File: src/hdl/seeds_cell.sv
`default_nettype none
// ----------------------------------------------------------------------------
// Seeds row cell
// One grid row; takes the row of its neighbor on every clock.
// ----------------------------------------------------------------------------
module seeds_cell #(
   parameter int ROW_BITS = 64
) (
   input  wire logic                clock,
   input  wire logic                reset,
   input  wire logic [ROW_BITS-1:0] shift_in,
   output logic      [ROW_BITS-1:0] row_q
);
   logic [ROW_BITS-1:0] row_ff;

   always_ff @(posedge clock) begin
      if (reset) begin
         row_ff <= '0;
      end else begin
         row_ff <= shift_in;
      end
   end

   assign row_q = row_ff;
endmodule
`default_nettype wire

File: config.mk
export PLATFORM = sky130hd
export DESIGN_NAME = seeds_cell
export DESIGN_NICKNAME = d
export VERILOG_FILES = /design/src/hdl/seeds_cell.sv
export SDC_FILE = /design/constraint.sdc
export NUM_CORES = 1
export LEC_CHECK = 0
export ABC_CLOCK_PERIOD_IN_PS = 800
export BUFFER_PORTS_ARGS = -buffer_cell sky130_fd_sc_hd__buf_2
export CORE_ASPECT_RATIO = 0.8
export CORE_MARGIN = 2
export CORE_UTILIZATION = 40
export CTS_CLUSTER_SIZE = 16
export DETAILED_ROUTE_END_ITERATION = 12
export PLACE_DENSITY = 0.78
export SYNTH_ARGS = -nofsm -noshare
export SYNTH_HDL_FRONTEND = slang
export SYNTH_SLANG_ARGS = --single-unit
File: constraint.sdc
create_clock -name clock -period 0.8 [get_ports clock]
set_input_delay 0 -clock clock [delete_from_list [all_inputs] [get_ports clock]]
set_output_delay 0 -clock clock [all_outputs]
set_load 0.02 [all_outputs]
==> run summary <==
Number of max-cap violations -> 0
Die area -> 5368 um^2
Kind of end point of the critical path -> output port
Min Hold Slack -> 0.07619 ns
Synth cell types -> 5
Initial antenna violation count -> 0
Crit path max fanout -> 1
Min cycle time layout -> 0.7943 ns
Syn Area/Cell -> 14.21 um^2
Synth-to-Final Area Change -> 104.4%
Layout cells sized above 1 -> 79.65%
Drt first pass iters -> 5
Post-DP HPWL -> 2.910 mm
Reg clk slew, reported paths -> 0.07 ns
FF+latch count, synth -> 64
Critical-path cell list -> buf_6
Unrepaired setup endpoints after global routing -> yes
I/O pin count -> 130
Largest net degree at the start of global routing -> 42
Diodes inserted -> 0
Worst setup path class -> flip-flop to output port
Power Total -> 7.557 mW
Worst EP required -> 0.80 ns
Routed wire per std cell -> 15.82 um
CP Launch Type -> flip-flop
# H-tree levels -> 3
Crit-path slowest cell -> dfxtp_2
Post-Syn Nets -> 201
Cts bufs inserted -> 9
Total routed wirelength -> 6.311 mm
Seq/Total Area, Yosys -> 66.80%
Nets -> 400
Vias in the first global route -> 1,818
Most frequent cells in the layout -> 64 x dlygate4sd3_1, 64 x buf_2, 64 x buf_6
Slew headroom -> 82.37%
Initial drt markers -> 40
Placed cell areas -> 2595 um^2
Fillers -> 233
Clock Sinks -> 64
Crit path largest cell delay -> 0.35 ns
Final ANT Viol Nets -> 0
Total gr overflow -> 0
Initial core utilization -> 41.73%
Core area -> 4597 um^2
Multi-input gate area -> 550.5 um^2
CTS tree -> yes
Final Cell Area -> 3921 um^2
Post-CTS Setup Bufs -> 0
Vias after detailed routing -> 1,678
Count of final setup violators -> 0
Power Density -> 1927 nW/um^2
Critical path data arrival time -> 0.79 ns
Peak VDD IR -> 1325 uV
First-pass GRT wire length -> 7.948 mm
Crit path max-delay family -> flip-flops
Gp weighted congestion -> 0.7138
Sum of buffers and inverters on the critical path -> 1
Max Clk Rate -> 1259 MHz
Die width -> 81.42 um
Drt via density -> 4.206
Leak pwr -> 1.786 nW
Crit share post-route -> 99.28%
Root buf cell -> clkbuf_8
Status -> finished clean
Max Slew Vio Count -> 0
Max reg flops -> 64
Reg area -> 1360 um^2
IO Port Bufs -> 129
Die H -> 65.94 um
Synth warn -> 0
Mapped Cells -> 135
Rows -> 22
Hold crit path type -> primary input to flip-flop
Worst slew pin tran -> 0.2645 ns
Number of remaining DRC errors -> 0
Clk buf depth -> 2
Fin. Hold Viols -> 0
Total track usage -> 20.95%
Synthesized cell area -> 1918 um^2
==> area by class of cell <==
class	count	area share [%]
multi-input combinational	64	14.04
sequential	64	34.68
clock buffer	11	3.861
tap	60	1.914
timing repair buffer	195	44.10
clock inverter	5	1.404
==> synth_stat cells <==
cell	instances	area, um^2
buf_6	5	56.30
buf_8	2	30.03
dfxtp_1	64	1281
nor2b_1	4	25.02
nor2b_2	60	525.5
==> per-layer routing <==
| metal | global-route usage [%] | part of all wire [%] | up-vias |
|---|---|---|---|
| li1 | - | - | 801 |
| met1 | 18.91 | 35 | 769 |
| met2 | 37.70 | 53 | 96 |
| met3 | 12.16 | 9.2 | 12 |
| met4 | 8.898 | 2.4 | 0 |
| met5 | 0 | 0 | - |
==> metrics by stage <==
step / worst slack (ns) / utilization (%) / TNS (ns) / instances
2_1_floorplan: 0.3625 / - / 0 / 135
5_1_grt: -0.02903 / 85.30 / -0.4284 / 399
3_3_place_gp: 0.2249 / 56.45 / 0 / 319
3_5_place_dp: 0.1727 / 56.45 / 0 / 319
4_1_cts: -0.001701 / 79.42 / -0.001701 / 399
6_report: 0.005728 / 85.30 / 0 / 399
==> final timing paths <==
path / from / endpoint / cells past startpoint
worst max-delay path: row_q[43] / row_q[43] / 1
worst min-delay path: reset / row_q[32] / 3
==> repair_timing <==
| item | CTS | global route |
|---|---|---|
| endpoints found under the setup margin | 63 | 62 |
| gates resized for setup | 82 | 109 |
| hold endpoints to repair | 64 | 0 |
| hold buffers | 64 | 0 |
==> tightest hold or removal path: cells and delay by family <==
kind / cells / cell delay, ns
AND/OR/NAND/NOR: 1 / 0.05
buffers and inverters: 2 / 0.31
==> kinds of logic after synthesis <==
logic type,Yosys count,share of synthesized area (%)
simple gates,64,28.70
flops,64,66.80
buf+inv,7,4.501
==> report_power, final <==
| group | switching [mW] | leakage [nW] | internal, mW |
|---|---|---|---|
| combinational | 0.511 | 1.13 | 0.769 |
| sequential | 0.0863 | 0.550 | 3.39 |
| clock | 1.20 | 0.101 | 1.60 |
| total | 1.80 | 1.79 | 5.76 |
Power figures use the tool's default switching activity.
