==> src/hdl/seeds_pkg.sv <==
`default_nettype none
// ----------------------------------------------------------------------------
// Seeds automaton package
// Request codes, field widths and the birth count shared by the block's files.
// ----------------------------------------------------------------------------
package seeds_pkg;

   localparam int KIND_W = 2;
   localparam int X_W = 6;
   localparam int Y_W = 6;
   localparam int DATA_W = 64;
   localparam int BIRTH_COUNT = 2;

   typedef logic [KIND_W-1:0] req_kind_type;
   typedef logic [X_W-1:0] cell_x_type;
   typedef logic [Y_W-1:0] cell_y_type;
   typedef logic [DATA_W-1:0] row_word_type;

   localparam req_kind_type REQ_SET = 2'd0;
   localparam req_kind_type REQ_WRITE = 2'd1;
   localparam req_kind_type REQ_READ = 2'd2;
   localparam req_kind_type REQ_ADVANCE = 2'd3;

endpackage
`default_nettype wire

==> src/hdl/seeds_rule.sv <==
`default_nettype none
// ----------------------------------------------------------------------------
// Seeds rule
// Next state of one row from the old rows above, at and below it.
// ----------------------------------------------------------------------------
module seeds_rule #(
   parameter int ROW_BITS = 64
) (
   input  wire logic [ROW_BITS-1:0] above,
   input  wire logic [ROW_BITS-1:0] cur,
   input  wire logic [ROW_BITS-1:0] below,
   output logic      [ROW_BITS-1:0] next_row
);
   import seeds_pkg::*;

   logic [ROW_BITS-1:0] west_a, east_a, west_c, east_c, west_b, east_b;

   // Bit x of a west copy holds column x-1, of an east copy column x+1.
   assign west_a = {above[ROW_BITS-2:0], above[ROW_BITS-1]};
   assign east_a = {above[0], above[ROW_BITS-1:1]};
   assign west_c = {cur[ROW_BITS-2:0], cur[ROW_BITS-1]};
   assign east_c = {cur[0], cur[ROW_BITS-1:1]};
   assign west_b = {below[ROW_BITS-2:0], below[ROW_BITS-1]};
   assign east_b = {below[0], below[ROW_BITS-1:1]};

   always_comb begin
      for (int j = 0; j < ROW_BITS; j++) begin
         next_row[j] = !cur[j] &&
            ($countones({west_a[j], above[j], east_a[j], west_c[j], east_c[j],
                         west_b[j], below[j], east_b[j]}) == BIRTH_COUNT);
      end
   end
endmodule
`default_nettype wire

==> config.mk <==
export PLATFORM = sky130hd
export DESIGN_NAME = seeds_rule
export DESIGN_NICKNAME = d
export VERILOG_FILES = /design/src/hdl/seeds_pkg.sv /design/src/hdl/seeds_rule.sv
export SDC_FILE = /design/constraint.sdc
export NUM_CORES = 1
export LEC_CHECK = 0
export CORE_MARGIN = 4
export CORE_UTILIZATION = 65
export DETAILED_ROUTE_END_ITERATION = 16
export DONT_BUFFER_PORTS = 1
export PLACE_DENSITY = 0.81
export SLEW_MARGIN = 10
export SYNTH_ARGS = -nofsm -noshare
export SYNTH_HDL_FRONTEND = slang
export SYNTH_SLANG_ARGS = --single-unit
==> constraint.sdc <==
create_clock -name vclk -period 5.6
set_clock_uncertainty 0.1 [all_clocks]
set_input_delay 0.84 -clock vclk [all_inputs]
set_output_delay 0.84 -clock vclk [all_outputs]
set_load 0.01 [all_outputs]
==> results.txt, run 1 <==
The max-slew violation count is 0. At the end of routability-driven placement, the weighted congestion stood at 0.889. The worst setup path is of the input port to output port kind. In this run the worst hold path is classified as input port to output port.

The combined area of the multi-input logic cells is 9370 um^2. Measured along the y axis, the die boundary spans 138 um. The number of warnings issued by yosys is 0. The worst slew margin relative to its limit is 0.527. The largest driver fanout on the critical path came out at 2.

The critical path data required time is 4.66 ns. The leakage power came out at 6.42 nW. The via count of the first global-routing pass came out at 8591. The width of the die came out at 138 um. The post-placement cell area came out at 11300 um^2. For this run, design rule violations remaining after detail routing come to 0.

The number of I/O pins came out at 256. The total congestion overflow after global routing came out at 0. VDD sags by at most 97.4 uV. The largest net degree at the start of global routing is 4. The pre-antenna-repair detailed-routing pass consisted of 4 iterations. Setup slack closes at 0.929 ns. STA puts the critical path data arrival time at 3.73 ns.

The fill cell total of the finished layout is 1333. Ranked by total cell area, the synthesized netlist is headed by sky130_fd_sc_hd__fa_1, sky130_fd_sc_hd__ha_1, sky130_fd_sc_hd__inv_1. The number of clock buffers in the layout is 0. The initial antenna violation count came out at 0. The setup TNS is 0 ns.

The flow ran to the end, and the final reports show no timing, DRC or antenna violations. The worst setup slack after placement is 0.885 ns. The HPWL after detailed placement is 21000 um. Setup violations remaining at the end of the flow were counted as 0. The worst setup path is launched from an input port.

Dividing the detail-routed via count by the number of cells gives 5.18. Setup repair after global routing left no endpoint under its margin. The sequential cell area is 0 um^2. Of the post-synthesis cell area, the dominant cell type holds 0.463. The sequential cell count came out at 0. The number of antenna-violating nets in the routed design came out at 0. The number of standard cells in the layout, taps in and fillers out is 1484. At the pin with the least slew margin, the transition time is 0.700 ns. The tool flagged a number of max-cap violations equal to 0. The aggregate global-route resource usage came out at 0.232. The hold violation total from the final report came out at 0. The total power divided by cell area came out at 174 nW/um^2.

The core utilization of the finished layout is 0.682. The smallest clock period supported by the final layout is computed as 4.67 ns. The area inside the core boundary came out at 16600 um^2.

The worst hold margin is 1.62 ns. The number of antenna cells inserted is 0. Compared with the post-synthesis result, the final layout area differs by 2.56%. For this block, wires on met1 add up to 8250 um. The global-route wire length before repair is 38300 um.

The initial core utilization is 0.665. The detailed router finished its first iteration with 213 violations. The critical path capture point type is an output port. The wire length on met2 is 10700 um. The wire length on met3 came out at 1800 um. The average detailed-routed wire length per instance is 14.3 um. The final net count came out at 1906. The synthesized design spends more area on one cell type than any other, namely sky130_fd_sc_hd__fa_1. The highest achievable clock rate is 0.214 GHz. The final cell area excluding filler cells came out at 11300 um^2. The number of setup buffers added after CTS came out at 0.

The part of the Yosys area used for sequential elements is 0. The hold buffer count at CTS is 0. The post-synthesis instance total is 1263. The number of vias in the routed layout is 7689. Dividing the final minimum period by the clock period gives 0.834. The area enclosed by the die boundary came out at 19200 um^2.

The total wire length came out at 21200 um. Signal routing reaches up to met4. The mean area per synthesized cell came out at 8.76 um^2. The overall power of the completed layout came out at 1.97 mW. The launch point of the critical path is above[39].

Including well taps, the total number of placed cells is 1484. The worst hold path begins at cur[44]. The port buffer count came out at 0. The fraction of final layout cells sized beyond drive strength 1 came out at 0.0403. In this run the core area contains 47 standard-cell rows. The post-synthesis cell type count came out at 12. The net count of the mapped netlist is 1903. The post-cts gate resize count is 0.

The post-synth design cell area came out at 11100 um^2.
per-layer routing:
metal / global-route usage / vias to the layer above
li1: - / 3755
met1: 0.289 / 3699
met2: 0.413 / 198
met3: 0.0628 / 37
met4: 0.0416 / 0
met5: 0 / -
cell usage in the layout (no fill, tap or decap), drive strengths merged:
cell,synthesis,layout
fa,256,256
ha,192,192
a2111oi,2,2
nand2,48,48
nand3,50,50
buf,0,1
a21oi,126,126
nor2,62,62
inv,449,449
nor4b,14,14
and2,14,14
or2,50,50
layout make-up:
type | instances | share of cell area
Timing Repair Buffer | 1 | 0.000662
Tap cell | 220 | 0.0243
Multi-Input combinational cell | 814 | 0.826
Inverter | 449 | 0.149
synthesized netlist by cell type:
library cell	number
sky130_fd_sc_hd__and2_1	14
sky130_fd_sc_hd__inv_1	449
sky130_fd_sc_hd__a2111oi_2	2
sky130_fd_sc_hd__fa_1	256
sky130_fd_sc_hd__nand2_1	48
sky130_fd_sc_hd__nor4b_1	14
sky130_fd_sc_hd__nor2_1	62
sky130_fd_sc_hd__ha_1	192
sky130_fd_sc_hd__a21oi_1	126
sky130_fd_sc_hd__nand3_1	50
sky130_fd_sc_hd__or2_1	2
sky130_fd_sc_hd__or2_2	48
worst max-delay path: stages:
cell and delay, ns:
sky130_fd_sc_hd__inv_1 0.06, sky130_fd_sc_hd__fa_1 0.56, sky130_fd_sc_hd__fa_1 0.43, sky130_fd_sc_hd__fa_1 0.49
sky130_fd_sc_hd__inv_1 0.04, sky130_fd_sc_hd__ha_1 0.20, sky130_fd_sc_hd__fa_1 0.39, sky130_fd_sc_hd__nor2_1 0.12
sky130_fd_sc_hd__a21oi_1 0.06, sky130_fd_sc_hd__nor4b_1 0.54
power by group:
group | leakage [nW] | switching (mW) | internal, mW
clock network | 0 | 0 | 0
registers | 0 | 0 | 0
logic | 6.42 | 1.10 | 0.874
total | 6.42 | 1.10 | 0.874
worst paths after layout:
kind            to  cells after the start  slack (ns)
min   next_row[44]                      1        1.62
max   next_row[40]                     10        0.93
logic make-up (layout without fill, tap and decap cells):
logic type | Yosys count | in the layout | synth area share
AO/OA/AOI/OAI | 128 | 128 | 0.0597
adder cells (fa/ha/maj) | 448 | 448 | 0.681
buffers and inverters | 449 | 450 | 0.152
AND/OR/NAND/NOR | 238 | 238 | 0.107
No activity file was read; power rests on OpenSTA's default activity.
==> run 2: changes to the inputs <==
==> constraint.sdc (replaced) <==
create_clock -name vclk -period 4.7
set_clock_uncertainty 0.1 [all_clocks]
set_input_delay 0.705 -clock vclk [all_inputs]
set_output_delay 0.705 -clock vclk [all_outputs]
set_load 0.01 [all_outputs]
==> run 2 against run 1 <==
Effect of this change:
- power rose by 21%
- first-iteration DRC count fell by 30%
- clock-buffer cell count did not move
- critical path depth fell by 1
- routed wire length rose by 0.49%
- core utilization rose by 0.45 points
- global-route usage fell by 0.23 points
==> results.txt, run 2 (synthesis results as in run 1) <==
The run finished with clean final reports. The clock power share came to 0 (unchanged). The placement row count is 47 (unchanged).

The total wire length was 21300 um (+0.49%). The combinational share of power is 1.000 (about the same). The number of max-cap violations came to 0 (unchanged). STA classifies the critical path endpoint as an output port. The net switching power came out at 1.32 mW (+20%).

The DRC marker count from the first detailed-route iteration is 149 (-30%). The library cell used most frequently in the layout, excluding fill and tap cells, is sky130_fd_sc_hd__inv_1. The sort of element at the start of the critical path is an input port.

The worst path in the final design needs a cycle of 4.39 ns, including I/O delays and setup. The initial core utilization came to 0.665 (unchanged). The final net count is 1916 (+0.52%).

The via count of the first global-routing pass was 8734 (+1.7%). The largest net degree at the start of global routing was 4 (unchanged). The area enclosed by the die boundary is 19200 um^2 (unchanged).

The number of clock buffers in the layout came out at 0 (unchanged). The largest driver fanout on the critical path came to 2 (unchanged). The setup TNS is 0 ns (unchanged). The fill cell total of the finished layout is 1333 (unchanged).

The worst hold path stage count is 1 (unchanged). The min-delay analysis places its worst path in the category input port to output port. The pin slew with the least headroom to its limit came out at 0.562 ns (-0.138 ns). The number of antenna-violating nets in the routed design came to 0 (unchanged). The period utilization came out at 0.933. The chip height came to 138 um (unchanged). The average via count per standard cell is 5.15 (-0.70%). The HPWL after detailed placement came out at 21000 um (about the same). The sequential cell area came out at 0 um^2 (unchanged). The post-cts gate resize count came out at 0 (unchanged).

The initial antenna violation count came out at 0 (unchanged). The core utilization of the finished layout is 0.686 (+0.00451). The sequential cell count is 0 (unchanged). The number of iterations in the first detailed-routing pass is 4 (unchanged). The average detailed-routed wire length per instance is 14.2 um (-0.18%). The port buffer count came out at 0 (unchanged). The hold buffer count at CTS was 0 (unchanged).

The remaining routing DRC violations was 0 (unchanged). The top cell types in the final layout, fill and taps aside, are sky130_fd_sc_hd__inv_1, sky130_fd_sc_hd__fa_1, sky130_fd_sc_hd__ha_1, sky130_fd_sc_hd__a21oi_1, sky130_fd_sc_hd__nor2_1. The data arrival at the endpoint of the critical path was 3.58 ns (-0.15 ns). The worst setup path is of the input port to output port kind. The global-route wire length before repair is 38000 um (-0.68%). The worst ir drop on vdd came out at 125 uV (+29%). Derived from the worst setup path, the maximum achievable clock frequency is 0.228 GHz. The number of setup buffers added after CTS came to 0 (unchanged). The max-slew violation count came out at 0 (unchanged).

The growth of design area from synthesis to finish is 3.24%. The sequential share of power came to 0 (unchanged). The worst slew margin relative to its limit was 0.620 (+0.0932).

The setup violation total in the final timing report came out at 0 (unchanged). The total congestion overflow after global routing came out at 0 (unchanged). The total power divided by cell area is 208 nW/um^2 (+20%).

The fraction of final layout cells sized beyond drive strength 1 is 0.0479 (+0.00753). Setup repair after global routing left no endpoint under its margin. The critical path data required time is 3.89 ns (-0.77 ns).

The number of antenna cells inserted came out at 0 (unchanged). The switching portion of total power is 0.554 (-0.00301). The cell-internal power came out at 1.06 mW (+21%). The hold violation total from the final report came out at 0 (unchanged).

The leakage power is 6.48 nW (+0.84%). The number of vias in the routed layout is 7687 (-0.026%). The number of I/O pins is 256 (unchanged).

The width of the die was 138 um (unchanged). The area inside the core boundary is 16600 um^2 (unchanged). The aggregate global-route resource usage came out at 0.230 (-0.00234).

The routability congestion estimate from global placement came to 0.942 (+6.0%).
run 2: power by group through the flow:
stage / Sequential (mW) / Combinational [mW] / Clock [mW]
6_report: 0 / 2.38 / 0
5_1_grt: 0 / 2.84 / 0
4_1_cts: 0 / 2.41 / 0
3_5_place_dp: 0 / 2.39 / 0
3_3_place_gp: 0 / 2.23 / 0
2_1_floorplan: 0 / 1.87 / 0
run 2: final cells by class:
type               instances  area, um^2  share of cell area
well taps                220         275              0.0241
repair buffers            11        82.6             0.00723
multi-input cells        814        9370               0.821
inverters                449        1690               0.148
run 2: worst paths after layout:
kind                      start           end  slack [ns]
worst max-delay path  above[24]  next_row[25]        0.31
worst min-delay path    cur[44]  next_row[44]        1.35
run 2: worst max-delay path: stages:
cell and delay, ns:
sky130_fd_sc_hd__inv_1 0.06, sky130_fd_sc_hd__fa_1 0.55, sky130_fd_sc_hd__fa_1 0.43, sky130_fd_sc_hd__fa_1 0.48
sky130_fd_sc_hd__inv_1 0.05, sky130_fd_sc_hd__ha_1 0.20, sky130_fd_sc_hd__fa_1 0.38, sky130_fd_sc_hd__or2_1 0.23
sky130_fd_sc_hd__a2111oi_2 0.51
run 2: per-layer routing:
metal  global-route usage  vias to the layer above  part of all wire
met2                0.426                      199              0.52
met4               0.0281                        0             0.011
li1                     -                     3773                 -
met3               0.0590                       22             0.088
met5                    0                        -                 0
met1                0.278                     3693              0.38
run 2: stage by stage:
stage          hold slack, ns  total power, mW  setup WS [ns]  area, um^2  instances
2_1_floorplan            1.34             1.87          0.449       11100       1263
3_3_place_gp             1.35             2.23          0.356       11400       1494
3_5_place_dp             1.35             2.39          0.320       11400       1494
4_1_cts                  1.35             2.41          0.317       11400       1494
5_1_grt                  1.36             2.84          0.174       11400       1494
6_report                 1.35             2.38          0.313       11400       1494
